### config.mk
export PLATFORM = sky130hd
export DESIGN_NAME = integer_to_padded_ascii_flat
export DESIGN_NICKNAME = d
export VERILOG_FILES = /design/src/rtl/ipa_pkg.sv /design/src/rtl/ipa_if.sv /design/src/rtl/ipa_digit_conv.sv /design/src/rtl/ipa_char_seq.sv /design/src/rtl/integer_to_padded_ascii.sv /design/src/flat_wrapper.sv
export SDC_FILE = /design/constraint.sdc
export NUM_CORES = 1
export LEC_CHECK = 0
export BUFFER_PORTS_ARGS = -buffer_cell sky130_fd_sc_hd__clkbuf_2
export CAP_MARGIN = 20
export CORE_AREA = 4 4 179 129
export CTS_BUF_LIST = sky130_fd_sc_hd__clkbuf_4 sky130_fd_sc_hd__clkbuf_8
export DETAILED_ROUTE_END_ITERATION = 8
export DIE_AREA = 0 0 183 133
export PLACE_DENSITY = 0.73
export SLEW_MARGIN = 5
export SYNTH_ARGS = -nofsm -noshare
export SYNTH_HDL_FRONTEND = slang
export SYNTH_SLANG_ARGS = --single-unit
### constraint.sdc
create_clock -name clk -period 4.1 [get_ports clk]
set_input_delay 0.205 -clock clk [delete_from_list [all_inputs] [get_ports clk]]
set_output_delay 0.205 -clock clk [all_outputs]
set_load 0.1 [all_outputs]
### src/rtl/ipa_pkg.sv
// Shared constants, types and helper functions of the padded ASCII integer formatter.
package ipa_pkg;

  // Fixed field widths of the ports
  localparam int MAG_W   = 32;
  localparam int FLD_W   = 6;
  localparam int RADIX_W = 2;
  localparam int CHAR_W  = 7;
  localparam int DIGIT_W = 4;

  // Sizing of the formatter
  localparam int VALUE_BITS = 32;
  localparam int MAX_PAD    = 63;

  // Digit counts per radix; 1233 / 4096 approximates log10(2) from below
  localparam int DEC_DIGITS = (VALUE_BITS * 1233) / 4096 + 1;
  localparam int OCT_DIGITS = (VALUE_BITS + 2) / 3;
  localparam int MAX_DIGITS = (OCT_DIGITS > DEC_DIGITS) ? OCT_DIGITS : DEC_DIGITS;
  localparam int OCT_BITS   = 3 * MAX_DIGITS;
  localparam int HEX_BITS   = DIGIT_W * MAX_DIGITS;

  localparam int IDX_W  = $clog2(MAX_DIGITS);
  localparam int NDIG_W = $clog2(MAX_DIGITS + 1);
  localparam int LEN_W  = $clog2((2 ** FLD_W) + MAX_DIGITS + 2);
  localparam int CNT_W  = $clog2(VALUE_BITS + 1);

  // Radix codes
  localparam logic [RADIX_W-1:0] RADIX_DEC = 2'd0;
  localparam logic [RADIX_W-1:0] RADIX_OCT = 2'd1;
  localparam logic [RADIX_W-1:0] RADIX_HEX = 2'd2;

  // Character codes
  localparam logic [CHAR_W-1:0] CH_SPACE    = 7'h20;
  localparam logic [CHAR_W-1:0] CH_MINUS    = 7'h2D;
  localparam logic [CHAR_W-1:0] CH_ZERO     = 7'h30;
  localparam logic [CHAR_W-1:0] CH_LETTER_A = 7'h41;

  typedef logic [MAX_DIGITS-1:0][DIGIT_W-1:0] digits_t;

  typedef struct packed {
    logic [VALUE_BITS-1:0] value;
    logic                  negative;
    logic [FLD_W-1:0]      min_width;
    logic [FLD_W-1:0]      min_digits;
    logic [RADIX_W-1:0]    radix_select;
  } ipa_req_t;

  typedef struct packed {
    digits_t           digits;
    logic [NDIG_W-1:0] ndig;
    logic              negative;
    logic [FLD_W-1:0]  min_width;
    logic [FLD_W-1:0]  min_digits;
  } ipa_conv_t;

  function automatic logic [CHAR_W-1:0] glyph(input logic [DIGIT_W-1:0] d);
    if (d < 4'd10) begin
      return CH_ZERO + CHAR_W'(d);
    end
    return CH_LETTER_A + CHAR_W'(d - 4'd10);
  endfunction

  function automatic logic [FLD_W-1:0] clamp_pad(input logic [FLD_W-1:0] v);
    if (int'(v) > MAX_PAD) begin
      return FLD_W'(MAX_PAD);
    end
    return v;
  endfunction

endpackage

### src/rtl/ipa_if.sv
// Handshake channels of the formatter: number words in, character words out.
interface ipa_num_if;
  import ipa_pkg::*;
  logic               valid;
  logic               ready;
  logic [MAG_W-1:0]   magnitude;
  logic               negative;
  logic [FLD_W-1:0]   min_width;
  logic [FLD_W-1:0]   min_digits;
  logic [RADIX_W-1:0] radix_select;

  modport source (output valid, magnitude, negative, min_width, min_digits, radix_select,
                  input ready);
  modport sink   (input valid, magnitude, negative, min_width, min_digits, radix_select,
                  output ready);
endinterface

interface ipa_char_if;
  import ipa_pkg::*;
  logic              valid;
  logic              ready;
  logic [CHAR_W-1:0] char_out;
  logic              last_char;

  modport source (output valid, char_out, last_char, input ready);
  modport sink   (input valid, char_out, last_char, output ready);
endinterface

### src/rtl/ipa_digit_conv.sv
// Digit converter: bit-serial double dabble for decimal, direct split for octal and hex.
module ipa_digit_conv import ipa_pkg::*; (
  input  logic      clk,
  input  logic      rst,
  input  logic      start,
  input  ipa_req_t  req,
  output logic      idle,
  output logic      res_valid,
  input  logic      res_take,
  output ipa_conv_t res
);

  localparam logic [1:0] S_IDLE   = 2'd0;
  localparam logic [1:0] S_DABBLE = 2'd1;
  localparam logic [1:0] S_COUNT  = 2'd2;
  localparam logic [1:0] S_DONE   = 2'd3;

  logic [1:0]            state;
  logic [CNT_W-1:0]      cnt;
  logic [VALUE_BITS-1:0] shift;
  digits_t               digits;
  logic [NDIG_W-1:0]     ndig;
  logic                  negative;
  logic [FLD_W-1:0]      min_width;
  logic [FLD_W-1:0]      min_digits;

  digits_t               corrected;
  logic [HEX_BITS-1:0]   corr_flat;
  logic [OCT_BITS-1:0]   oct_bits;
  logic [HEX_BITS-1:0]   hex_bits;
  digits_t               oct_digits;
  digits_t               hex_digits;
  logic [NDIG_W-1:0]     ndig_next;
  logic                  bcd_ok;

  // Add three to every digit of five or more before the next shift
  always_comb begin
    bcd_ok = 1'b1;
    for (int i = 0; i < MAX_DIGITS; i++) begin
      corrected[i] = (digits[i] >= 4'd5) ? digits[i] + 4'd3 : digits[i];
      if (digits[i] > 4'd9) begin
        bcd_ok = 1'b0;
      end
    end
  end

  assign corr_flat = corrected;
  assign oct_bits  = OCT_BITS'(req.value);
  assign hex_bits  = HEX_BITS'(req.value);

  always_comb begin
    for (int i = 0; i < MAX_DIGITS; i++) begin
      oct_digits[i] = {1'b0, oct_bits[3*i +: 3]};
      hex_digits[i] = hex_bits[DIGIT_W*i +: DIGIT_W];
    end
  end

  // Highest non-zero digit; a zero value still prints one digit
  always_comb begin
    ndig_next = NDIG_W'(1);
    for (int i = 0; i < MAX_DIGITS; i++) begin
      if (digits[i] != '0) begin
        ndig_next = NDIG_W'(i + 1);
      end
    end
  end

  always_ff @(posedge clk) begin
    if (rst) begin
      state <= S_IDLE;
    end else begin
      unique case (state)
        S_IDLE: begin
          if (start) begin
            negative   <= req.negative;
            min_width  <= clamp_pad(req.min_width);
            min_digits <= clamp_pad(req.min_digits);
            case (req.radix_select)
              RADIX_OCT: begin
                digits <= oct_digits;
                state  <= S_COUNT;
              end
              RADIX_HEX: begin
                digits <= hex_digits;
                state  <= S_COUNT;
              end
              default: begin
                digits <= '0;
                shift  <= req.value;
                cnt    <= CNT_W'(VALUE_BITS);
                state  <= S_DABBLE;
              end
            endcase
          end
        end
        S_DABBLE: begin
          digits <= {corr_flat[HEX_BITS-2:0], shift[VALUE_BITS-1]};
          shift  <= shift << 1;
          cnt    <= cnt - CNT_W'(1);
          if (cnt == CNT_W'(1)) begin
            state <= S_COUNT;
          end
        end
        S_COUNT: begin
          ndig  <= ndig_next;
          state <= S_DONE;
        end
        S_DONE: begin
          if (res_take) begin
            state <= S_IDLE;
          end
        end
        default: state <= S_IDLE;
      endcase
    end
  end

  assign idle          = (state == S_IDLE);
  assign res_valid     = (state == S_DONE);
  assign res.digits    = digits;
  assign res.ndig      = ndig;
  assign res.negative  = negative;
  assign res.min_width = min_width;
  assign res.min_digits = min_digits;

  a_bcd_digits: assert property (@(posedge clk) disable iff (rst)
    state == S_DABBLE |-> bcd_ok)
    else $error("decimal digit out of range during conversion");

  a_ndig_range: assert property (@(posedge clk) disable iff (rst)
    res_valid |-> (ndig != '0) && (int'(ndig) <= MAX_DIGITS))
    else $error("digit count out of range");

  a_start_idle: assert property (@(posedge clk) disable iff (rst)
    start |-> idle)
    else $error("conversion started while busy");

endmodule

### src/rtl/ipa_char_seq.sv
// Character sequencer: spaces, sign, zeros, digits; a word per ready cycle to an output register.
module ipa_char_seq import ipa_pkg::*; (
  input  logic              clk,
  input  logic              rst,
  input  logic              conv_valid,
  input  ipa_conv_t         conv,
  output logic              conv_take,
  output logic              out_valid,
  input  logic              out_ready,
  output logic [CHAR_W-1:0] out_char,
  output logic              out_last
);

  digits_t           digits;
  logic [NDIG_W-1:0] ndig;
  logic [LEN_W-1:0]  mp;
  logic              negative;
  logic [LEN_W-1:0]  rem;

  logic [LEN_W-1:0]  ld_width;
  logic [LEN_W-1:0]  ld_prec;
  logic [LEN_W-1:0]  ld_ndig;
  logic [LEN_W-1:0]  ld_mp;
  logic [LEN_W-1:0]  ld_body;
  logic [LEN_W-1:0]  ld_total;
  logic [LEN_W-1:0]  rem_m1;
  logic [CHAR_W-1:0] char_next;
  logic              advance;

  // Digit span, then body with sign, then full field
  assign ld_width = LEN_W'(conv.min_width);
  assign ld_prec  = LEN_W'(conv.min_digits);
  assign ld_ndig  = LEN_W'(conv.ndig);
  assign ld_mp    = (ld_prec > ld_ndig) ? ld_prec : ld_ndig;
  assign ld_body  = ld_mp + LEN_W'(conv.negative);
  assign ld_total = (ld_width > ld_body) ? ld_width : ld_body;

  assign conv_take = conv_valid && (rem == '0);
  assign advance   = !out_valid || out_ready;
  assign rem_m1    = rem - LEN_W'(1);

  // Character at position rem, counted from the right end
  always_comb begin
    if (rem <= LEN_W'(ndig)) begin
      char_next = glyph(digits[rem_m1[IDX_W-1:0]]);
    end else if (rem <= mp) begin
      char_next = CH_ZERO;
    end else if (negative && (rem_m1 == mp)) begin
      char_next = CH_MINUS;
    end else begin
      char_next = CH_SPACE;
    end
  end

  always_ff @(posedge clk) begin
    if (rst) begin
      rem       <= '0;
      out_valid <= 1'b0;
    end else begin
      if (conv_take) begin
        digits   <= conv.digits;
        ndig     <= conv.ndig;
        mp       <= ld_mp;
        negative <= conv.negative;
        rem      <= ld_total;
      end
      if (advance) begin
        if (rem != '0) begin
          out_valid <= 1'b1;
          out_char  <= char_next;
          out_last  <= (rem == LEN_W'(1));
          rem       <= rem_m1;
        end else begin
          out_valid <= 1'b0;
        end
      end
    end
  end

  a_more_after_mid: assert property (@(posedge clk) disable iff (rst)
    out_valid && !out_last |-> rem != '0)
    else $error("word not marked last but nothing remains");

  a_load_nonempty: assert property (@(posedge clk) disable iff (rst)
    conv_take |=> rem != '0)
    else $error("number loaded with zero length");

  a_hold_on_stall: assert property (@(posedge clk) disable iff (rst)
    (rem != '0) && !advance |=> rem == $past(rem))
    else $error("position moved while output stalled");

endmodule

### src/rtl/integer_to_padded_ascii.sv
// Top level of the padded ASCII integer formatter.
// Formats one number word into printf-style ASCII: leading spaces up to min_width, a minus
// sign when negative is set, zeros up to min_digits, then the digits in decimal, octal or
// upper-case hex (radix_select 3 is taken as decimal). Width and precision are clamped to
// MAX_PAD. Every character leaves as its own word, one per cycle while the sink is ready,
// and the final one carries last_char. Conversion: a decimal number is loaded, runs a bit-serial
// double-dabble loop over all VALUE_BITS bits and then counts its digits; octal and hex are
// split into digits at load and go straight to the digit count. A number then enters the
// character sequencer, which sends its characters from left to right. The converter and the
// sequencer work on separate numbers, so the next number converts while the current one is
// still being sent, and the output register keeps a stalled word while the sequencer waits.
module integer_to_padded_ascii import ipa_pkg::*; (
  input logic        clk,
  input logic        rst,
  ipa_num_if.sink    num,
  ipa_char_if.source text
);

  ipa_req_t  req;
  ipa_conv_t conv;
  logic      conv_idle;
  logic      conv_valid;
  logic      conv_take;
  logic      start;

  // Take a new number word whenever the converter is free
  assign num.ready = conv_idle;
  assign start     = num.valid && num.ready;

  // Keep only the low VALUE_BITS bits of the magnitude
  assign req.value        = VALUE_BITS'(num.magnitude);
  assign req.negative     = num.negative;
  assign req.min_width    = num.min_width;
  assign req.min_digits   = num.min_digits;
  assign req.radix_select = num.radix_select;

  ipa_digit_conv u_conv (
    .clk       (clk),
    .rst       (rst),
    .start     (start),
    .req       (req),
    .idle      (conv_idle),
    .res_valid (conv_valid),
    .res_take  (conv_take),
    .res       (conv)
  );

  ipa_char_seq u_seq (
    .clk        (clk),
    .rst        (rst),
    .conv_valid (conv_valid),
    .conv       (conv),
    .conv_take  (conv_take),
    .out_valid  (text.valid),
    .out_ready  (text.ready),
    .out_char   (text.char_out),
    .out_last   (text.last_char)
  );

endmodule
### src/flat_wrapper.sv
// flat-port wrapper written by rule: the top's interface ports become plain ports
module integer_to_padded_ascii_flat import ipa_pkg::*;
  (clk, rst, num_valid, num_magnitude, num_negative, num_min_width, num_min_digits, num_radix_select, num_ready, text_valid, text_char_out, text_last_char, text_ready);
  ipa_num_if num_i ();
  ipa_char_if text_i ();
  input logic clk;
  input logic rst;
  input wire logic [$bits(num_i.valid)-1:0] num_valid;
  input wire logic [$bits(num_i.magnitude)-1:0] num_magnitude;
  input wire logic [$bits(num_i.negative)-1:0] num_negative;
  input wire logic [$bits(num_i.min_width)-1:0] num_min_width;
  input wire logic [$bits(num_i.min_digits)-1:0] num_min_digits;
  input wire logic [$bits(num_i.radix_select)-1:0] num_radix_select;
  output wire logic [$bits(num_i.ready)-1:0] num_ready;
  output wire logic [$bits(text_i.valid)-1:0] text_valid;
  output wire logic [$bits(text_i.char_out)-1:0] text_char_out;
  output wire logic [$bits(text_i.last_char)-1:0] text_last_char;
  input wire logic [$bits(text_i.ready)-1:0] text_ready;
  assign num_i.valid = num_valid;
  assign num_i.magnitude = num_magnitude;
  assign num_i.negative = num_negative;
  assign num_i.min_width = num_min_width;
  assign num_i.min_digits = num_min_digits;
  assign num_i.radix_select = num_radix_select;
  assign num_ready = num_i.ready;
  assign text_valid = text_i.valid;
  assign text_char_out = text_i.char_out;
  assign text_last_char = text_i.last_char;
  assign text_i.ready = text_ready;
  integer_to_padded_ascii u_core (.clk(clk), .rst(rst), .num(num_i), .text(text_i));
endmodule
* Word-level counts from Yosys, hierarchy flattened *
Cells that the tools add are included.

word-level totals
  bits in registers = 173
  input port bits = 51
  word-level logic and storage cells = 163

cells by class
  add/subtract/negate cells = 17
  magnitude comparators = 17
  eq/ne operators = 12
  multiplexer cells = 49
  bitwise gates (word level) = 1
  reductions and logical operators = 29

operators by type and width
  cell                   number
  $pmux W44 S2           1
  $pmux W42 S2           1
  $mux W4                17
  $mux W32               2
  $pmux W32 S2           1
  $mux W7                7
  $ge A4 B3 Y1 const B   11
  $mux W44               1
  $add A4 B2 Y4 const B  10
  $reduce_bool A4 Y1     10
  $mux W6                3
  $bmux W4 S4            1
  $mux W2                7
  $pmux W6 S2            1
  $reduce_and A3 Y1      4
  $pmux W2 S4            1
  $add A6 B1 Y7          1
  $add A6 B4 Y7 const A  1
  $add A7 B7 Y7 const A  1
  $eq A7 B1 Y1 const B   1
  $eq A7 B7 Y1           1
  $gt A6 B7 Y1           1
  $le A7 B4 Y1           1
  $le A7 B7 Y1           1
  other kinds (27)       39

* Longest topological paths before layout *
Gate-level depths: netlist of run 1.

  depth after elaboration = 10
  depth in mapped cells = 19

* Modules after synthesis *
Synthesis of run 1 repeated with hierarchy kept, for this count alone.

unflattened totals
  cells, all modules = 759
  area total of the unflattened synthesis = 9,357.7 sq um

by module, submodules not included
  module                   times used  cells each  area each (sq um)  seq. area each (sq um)
  ipa_digit_conv           1           450         5,492.8            3,012.9
  ipa_char_seq             1           308         3,858.7            2,052.0
  integer_to_padded_ascii  1           1           6.3                0.0

* Worst setup path before layout of run 1 *
No wires, ideal clock.

  path kind = flip-flop to flip-flop
  start point = reg u_core.u_conv.state[0]
  end point = reg u_core.u_conv.digits, in the netlist u_core.u_conv.res[17], enable pin
  library setup time = 0.460 ns
  arrival = 3.690 ns
  setup slack = -0.050 ns
  stages on the path, launching flop included = 5
  period minus slack after synthesis = 4.150 ns
  path through = dfxtp_1 inv_1 ha_1 nand2_1 a21oi_1

between the ends
  longest elaborated chain between the ends = 4
  elaborated cells between the ends (all ways) = 6

ends and longest elaborated chain
  element                        line                           RTL
  start, declared                ipa_digit_conv.sv:18           logic [1:0] state;
  start signal, assigned         ipa_digit_conv.sv:70           state <= S_IDLE;
  start signal, assigned         ipa_digit_conv.sv:81           state <= S_COUNT;
  start signal, assigned         ipa_digit_conv.sv:85           state <= S_COUNT;
  $logic_not A2 Y1 *             ipa_digit_conv.sv:118          assign idle = (state == S_IDLE);
  via num_ready                  flat_wrapper.sv:14             output wire logic [$bits(num_i.ready)-1:0] num_ready;
  $logic_and A1 B1 Y1            integer_to_padded_ascii.sv:28  assign start = num.valid && num.ready;
  $ne A2 B2 Y1 (no line)         --
  $reduce_and A3 Y1 (no line) *  --
  end signal, assigned           ipa_digit_conv.sv:80           digits <= oct_digits;
  end signal, assigned           ipa_digit_conv.sv:84           digits <= hex_digits;
  end signal, assigned           ipa_digit_conv.sv:97           digits <= {corr_flat[HEX_BITS-2:0], shift[VALUE_BITS-1]};
  end, declared                  ipa_digit_conv.sv:21           digits_t digits;

Mark *: on every way through the listed nets, which the timed path passes. The rest lies on a longest branch.
A chain may end at the register's enable or synchronous reset.

* Worst setup path after layout of run 1 *
  start point = reg u_core.u_conv.ndig[1]
  end point = reg u_core.u_seq.rem[4]

between the ends
  longest elaborated chain between the ends = 8

ends and longest elaborated chain
  element                    line                   RTL
  start, declared            ipa_digit_conv.sv:22   logic [NDIG_W-1:0] ndig;
  start signal, assigned     ipa_digit_conv.sv:105  ndig <= ndig_next;
  $gt A6 B4 Y1 *             ipa_char_seq.sv:34     assign ld_mp = (ld_prec > ld_ndig) ? ld_prec : ld_ndig;
  $mux W6 *                  ipa_char_seq.sv:34
  via u_core.u_seq.ld_mp[0]  ipa_char_seq.sv:23     logic [LEN_W-1:0] ld_mp;
  $add A6 B1 Y7 *            ipa_char_seq.sv:35     assign ld_body = ld_mp + LEN_W'(conv.negative);
  $gt A6 B7 Y1               ipa_char_seq.sv:36     assign ld_total = (ld_width > ld_body) ? ld_width : ld_body;
  $mux W7 *                  ipa_char_seq.sv:36
  $mux W7 *                  ipa_char_seq.sv:60     if (conv_take) begin
  $mux W7                    ipa_char_seq.sv:68     if (rem != '0) begin
  $mux W7 *                  ipa_char_seq.sv:67     if (advance) begin
  end signal, assigned       ipa_char_seq.sv:65     rem <= ld_total;
  end signal, assigned       ipa_char_seq.sv:72     rem <= rem_m1;
  end, declared              ipa_char_seq.sv:18     logic [LEN_W-1:0] rem;

Marks and branches as above.

==> results of run 1 <==
-- cell type report --
class	instances	area [µm²]
Fill cell	1833	10500
Sequential cell	172	5060
Multi-Input combinational cell	553	4180
Timing Repair Buffer	98	618
Tap cell	282	353
Clock buffer	17	234
Clock inverter	15	210
Inverter	51	191
-- per-stage QoR --
step                total power (W)  worst slack, ns
detailed placement          0.00571           0.0217
finish                      0.00704            0.123
global route                0.00752          -0.0866
global placement            0.00565            0.194
floorplan                   0.00504           0.0328
CTS                         0.00702           0.0137
-- power groups by stage --
stage	registers, W	clock network [W]	logic, W
final	0.00264	0.00129	0.00310
after floorplan	0.00282	0	0.00222
after detailed placement	0.00267	0	0.00304
after global routing	0.00268	0.00140	0.00344
after CTS	0.00263	0.00131	0.00307
after global placement	0.00266	0	0.00298
-- worst paths after layout --
path,slack (ns),depth (start not counted),endpoint
setup reg to reg,0.12,17,u_core.u_seq.rem[4]$_SDFF_PP0_
hold / removal,0.04,3,u_core.u_conv.shift[1]$_DFFE_PP_
setup / recovery,0.12,17,u_core.u_seq.rem[4]$_SDFF_PP0_
hold reg to reg,0.52,0,u_core.u_seq.digits[25]$_DFFE_PP_
-- layout by cell type (no fill, tap or decap), types with 18 or more instances in the layout --
cell type	instances
a21oi_1	25
a22oi_1	23
buf_4	25
clkbuf_2	60
edfxtp_1	162
ha_1	58
inv_1	51
mux2_2	36
nand2_1	92
nand2b_1	18
nor2_1	41
o21ai_0	55
xnor2_1	26
xor2_1	18
-- sequential cells by signal (all words and copies together), names as in the netlist, 7 cells and up --
name,count
u_core.u_seq.digits,44
u_core.u_conv.res,44
u_core.u_seq.rem,7
u_core.u_seq.out_char,7
u_core.u_conv.shift,32
-- synth_stat cells (all sizes together) (10+ instances only) --
| cell type | number | area share (%) |
|---|---|---|
| edfxtp | 162 | 51 |
| o21ai | 56 | 3.0 |
| a22o | 16 | 1.5 |
| xnor2 | 26 | 2.4 |
| nand4 | 11 | 0.73 |
| inv | 51 | 2.0 |
| nor2b | 12 | 0.79 |
| nand2 | 93 | 3.7 |
| clkbuf | 21 | 0.83 |
| mux2 | 36 | 4.3 |
| nand2b | 18 | 1.2 |
| nor2 | 44 | 1.9 |
| xor2 | 18 | 1.7 |
| a21oi | 30 | 1.6 |
| dfxtp | 10 | 2.1 |
| a22oi | 23 | 1.8 |
| nand3 | 12 | 0.64 |
| ha | 60 | 7.9 |
-- cell families after synthesis --
group / share of synthesized area (%)
xor gates and xnor gates: 4.31
buffers and inverters: 3.51
adders and majority gates: 7.94
muxes: 6.62
and+or+nand+nor: 11.5
DFF: 53.6
AOI/OAI and AO/OA: 12.5
-- layer usage --
metal	up-vias	GRT usage, %
li1	3152	-
met1	3132	26.1
met2	215	23.5
met3	18	3.85
met4	0	4.18
met5	-	0
-- critical path, stage by stage, from the launching register on --
cell and delay, ns:
edfxtp_1 0.39, inv_1 0.06, ha_1 0.31, nor2b_4 0.16, o2111ai_2 0.14, a21oi_2 0.20
mux2_2 0.37, ha_1 0.21, and3_1 0.23, xnor2_1 0.14, mux2_2 0.29, ha_1 0.22
a21o_1 0.20, a21oi_2 0.21, a21oi_4 0.11, or3_1 0.31, o32a_1 0.18, and3_1 0.16
-- what timing repair did --
action                                  in CTS  in global routing
endpoints found under the setup margin       1                  6
hold endpoints to repair                    13                  0
gates cloned                                 0                  0
pin swaps                                    0                  3
setup buffers                                0                  7
hold buffers                                13                  0
gates resized for setup                      1                 13
==> reports/metrics.cfg, run 1 <==
[run_status]
status=finished clean

[synth]
synth_flop_cell=edfxtp_1
yosysWarnings=0
synth-edff-count=162
async_flop_share_pct=0
synthCells=806
avgSynthCellArea_um2=11.7
synth-seq-cells=172
ys_types=65
synth_fp_nets=917
syn_area_mm2=0.00946
yosysSeqAreaShare_pct=53.6

[routing]
met3_length_um=1550
drt_first_iter_violations=571
detail_route.vias_per_cell=5.49
drc_errors=0
wl_met2_um=8630
drt-total-wl_um=20400
wl_per_cell_um=17.2
via_count=6517
routed.top_layer=met4
final_antenna_net_count=0
drt_pass1_iterations=7
wl_met1_um=10000

[clock_tree]
cts-root-buf=clkbuf_8
cts_tree=built
cts_buffer_depth=2
cts_sinks=172
cts_buffers=17
cts.htree.levels=4
clock_latency_ns=0.47
path_clk_slew_ns=0.11

[cells_and_area]
antenna_cells=0
final_nets=1004
stdcell_count=1188
finalInstanceArea_mm2=0.0109
area_growth_pct=14.8
final_util_pct=50.7
drive_gt1_share_pct=21.1

[timing]
tns_ns=0
finalSetupViolations=0
final.min_clock_period_ns=3.98
worst_hold_slack_ns=0.0444
slew_violations=0
finalHoldViolCount=0
worst_slew_margin_rel_pct=44.8
fin_worst_skew_ns=0.0200
fmax_mhz=251
finalCritPeriodShare_pct=97.0
worst_pin_slew_ns=0.827

[pwr]
p_leak_nw=4.06
vdd_ir_drop_max_uv=314
p_sw_w=0.00293
pwr-share-seq_pct=37.5
internal_power_w=0.00411
p_per_area_mw_per_mm2=648
swShare_pct=41.6
pwr-share-comb_pct=44.1
power_frac_clock_pct=18.4

[place]
dp_hpwl_um=14700
globalplace.congestion=0.840
place_area_mm2=0.0101
io_buffer_count=60
dp_cells=1135

[global_routing]
overflow=0
grt_pass1_vias=6192
antenna_found_initial=0
grt_max_degree=45
grt.total_usage_pct=16.8
grt_pass1_wl_um=32800

[floorplanning]
die_area_mm2=0.0243
rows=45
die_y_um=133
ios=61
die_w_um=183
start_util_pct=44.2
fp.coreArea_mm2=0.0214

[critical_path]
worstSetupEndpointType=flip-flop
critical_path_class=reg -> reg
cp.required_ns=4.48
cp-startpoint=u_core.u_conv.ndig[1]$_SDFFCE_PP1P_
reg2reg_from=u_core.u_conv.ndig[1]$_SDFFCE_PP1P_
worstPathMaxFanout=6
arrival_ns=4.36
worst_setup_path_start_kind=flip-flop

[hold_path]
hold_path_class=in -> reg
min-delay-start=num_magnitude[1]

[job]
maxCapViolations=0

Note: power is estimated with default switching activity, not from simulation.
==> run 2, diff against run 1 <==
--- a/config.mk
+++ b/config.mk
@@ -11,6 +11,7 @@
 export CTS_BUF_LIST = sky130_fd_sc_hd__clkbuf_4 sky130_fd_sc_hd__clkbuf_8
 export DETAILED_ROUTE_END_ITERATION = 8
 export DIE_AREA = 0 0 183 133
+export HOLD_SLACK_MARGIN = 0.15
 export PLACE_DENSITY = 0.73
 export SLEW_MARGIN = 5
 export SYNTH_ARGS = -nofsm -noshare
==> constraint.sdc (replaced) <==
create_clock -name clk -period 3.6 [get_ports clk]
set_input_delay 0.18 -clock clk [delete_from_list [all_inputs] [get_ports clk]]
set_output_delay 0.18 -clock clk [all_outputs]
set_load 0.1 [all_outputs]
==> reports/metrics.cfg, run 2 (synthesis results as in run 1) <==
[clock_tree]
clock_latency_ns=0.48  ; about the same
path_clk_slew_ns=0.11  ; about the same
cts.htree.levels=4  ; unchanged
cts_buffer_depth=2  ; unchanged
cts_sinks=172  ; unchanged
cts_buffers=17  ; unchanged
cts_tree=built
cts-root-buf=clkbuf_8

[cells_and_area]
final_cell_mix=edfxtp_1, nand2_1, clkbuf_2
drive_gt1_share_pct=23.1  ; +2.0 points
antenna_cells=0  ; unchanged
stdcell_count=1236  ; +4.0%
area_growth_pct=20.9
final_nets=1052  ; +4.8%
final_common_cell=edfxtp_1
final_util_pct=53.4  ; +2.7 points

[floorplanning]
die_area_mm2=0.0243  ; unchanged
ios=61  ; unchanged
die_w_um=183  ; unchanged
start_util_pct=44.2  ; unchanged
die_y_um=133  ; unchanged
fp.coreArea_mm2=0.0214  ; unchanged
rows=45  ; unchanged

[critical_path]
cp_num_buf_inv=1  ; unchanged
worst_path_max_delay_cell=edfxtp_1
worst_setup_path_start_kind=flip-flop
cp.required_ns=3.98  ; -0.50 ns
worstSetupEndpointType=flip-flop
crit_path_max_incr_delay_ns=0.42  ; +0.03 ns
critical_path.cell_chain=inv_2, ha_4, a2111oi_4, a21oi_4, mux2_4, ha_4, and3_4, nand2_4, mux2i_4, xnor2_1, ha_1, a21o_1, a21oi_4, a21oi_4, or3_1, o32a_1, and3_1
arrival_ns=4.16  ; -0.20 ns
worstPathMaxFanout=5  ; -1
crit_family=compound AO/OA/AOI/OAI gates
critical_path_class=reg -> reg
cp_common_cell=a21oi_4

[pwr]
pwr-share-comb_pct=45.8  ; +1.7 points
swShare_pct=41.9  ; +0.34 points
internal_power_w=0.00473  ; +15%
pwr-share-seq_pct=36.8  ; -0.7 points
p_leak_nw=4.27  ; +5.3%
p_sw_w=0.00341  ; +17%
p_per_area_mw_per_mm2=712  ; +9.8%
vdd_ir_drop_max_uv=405  ; +29%
power_frac_clock_pct=17.3  ; -1.1 points

[routing]
wl_per_cell_um=17.5  ; +1.8%
drt-total-wl_um=21600  ; +5.9%
final_antenna_net_count=0  ; unchanged
detail_route.vias_per_cell=5.44  ; -0.90%
drc_errors=0  ; unchanged
drt_first_iter_violations=570  ; -0.18%
via_count=6719  ; +3.1%
drt_pass1_iterations=5  ; -2

[timing]
slew_violations=0  ; unchanged
rsz0062_at_grt=yes
fmax_mhz=265  ; +5.3%
worst_pin_slew_ns=0.872  ; +0.0444 ns
finalHoldViolCount=0  ; unchanged
fin_worst_skew_ns=0.0276  ; +0.00753 ns
worst_hold_slack_ns=0.218  ; +0.174 ns
worst_slew_margin_rel_pct=41.8  ; -3.1 points
finalSetupViolations=6  ; +6
finalCritPeriodShare_pct=105  ; +7.9 points
final.min_clock_period_ns=3.78  ; -0.201 ns
layout_setup_ws_ns=-0.177  ; -0.299 ns

[global_routing]
overflow=0  ; unchanged
grt_pass1_wl_um=34600  ; +5.6%
grt_max_degree=54  ; +20%
grt.total_usage_pct=17.9  ; +1.2 points
antenna_found_initial=0  ; unchanged
grt_pass1_vias=6478  ; +4.6%

[job]
maxCapViolations=0  ; unchanged

[place]
pre_cts_ws_ns=-0.171  ; -0.193 ns
io_buffer_count=60  ; unchanged
dp_cells=1145  ; +0.88%
globalplace.congestion=0.833  ; -0.80%
dp_hpwl_um=15200  ; +3.2%

[run_status]
status=finished with violations
failed_checks=negative setup slack

[hold_path]
hold_path_class=in -> reg

## run 2: cell count changes in the layout (fill, tap and decap cells not counted), sizes merged
cell and delta:
dlygate4sd3 +33, buf +15, bufinv -1, clkinv +1, clkinvlp +1, inv -1
## run 2: power groups by stage
stage,sequential [W],clock [W],combinational (W)
after floorplan,0.00320,0,0.00257
after global placement,0.00302,0,0.00349
after detailed placement,0.00304,0,0.00357
after CTS,0.00299,0.00144,0.00367
after global routing,0.00304,0.00153,0.00413
final,0.00300,0.00141,0.00373
## run 2: timing repair
| action | 4_1_cts | 5_1_grt |
|---|---|---|
| pin swaps | 6 | 14 |
| hold buffers | 46 | 0 |
| setup endpoints to repair | 6 | 6 |
| resized for setup | 5 | 11 |
| buffers inserted | 7 | 5 |
| hold endpoints to repair | 84 | 0 |
## run 2: per-stage QoR
| stage | TNS, ns | total power [W] | instance area (µm²) |
|---|---|---|---|
| CTS | -0.538 | 0.00810 | 11300 |
| detailed placement | -0.580 | 0.00661 | 10300 |
| global route | -1.58 | 0.00870 | 11400 |
| global placement | -0.121 | 0.00651 | 10300 |
| finish | -0.790 | 0.00814 | 11400 |
| floorplan | -0.597 | 0.00578 | 9590 |
## run 2: per-layer routing
layer  global-route usage [%]  up-vias  routed length [µm]
li1                         -     3252                   -
met1                     27.6     3235               10700
met4                     5.54        0                 313
met2                     25.2      203                9350
met3                     3.82       29                1300
met5                        0        -                   0
## run 2: final timing paths
kind                                       start                           endpoint  slack [ns]  depth (start not counted)
max          u_core.u_conv.ndig[3]$_SDFFCE_PP1P_     u_core.u_seq.rem[4]$_SDFF_PP0_       -0.18                         17
max reg2reg  u_core.u_conv.ndig[3]$_SDFFCE_PP1P_     u_core.u_seq.rem[4]$_SDFF_PP0_       -0.18                         17
min                                          rst     u_core.u_seq.rem[3]$_SDFF_PP0_        0.22                          2
min reg2reg      u_core.u_conv.res[57]$_DFFE_PP_  u_core.u_seq.digits[40]$_DFFE_PP_        0.51                          0
## run 2: cell type report
type,instances,area [µm²]
fill,1773,9970
sequential,172,5060
multi-input combinational,553,4320
timing repair buffer,146,1070
tap,282,353
clock buffer,17,234
clock inverter,15,193
inverter,51,191
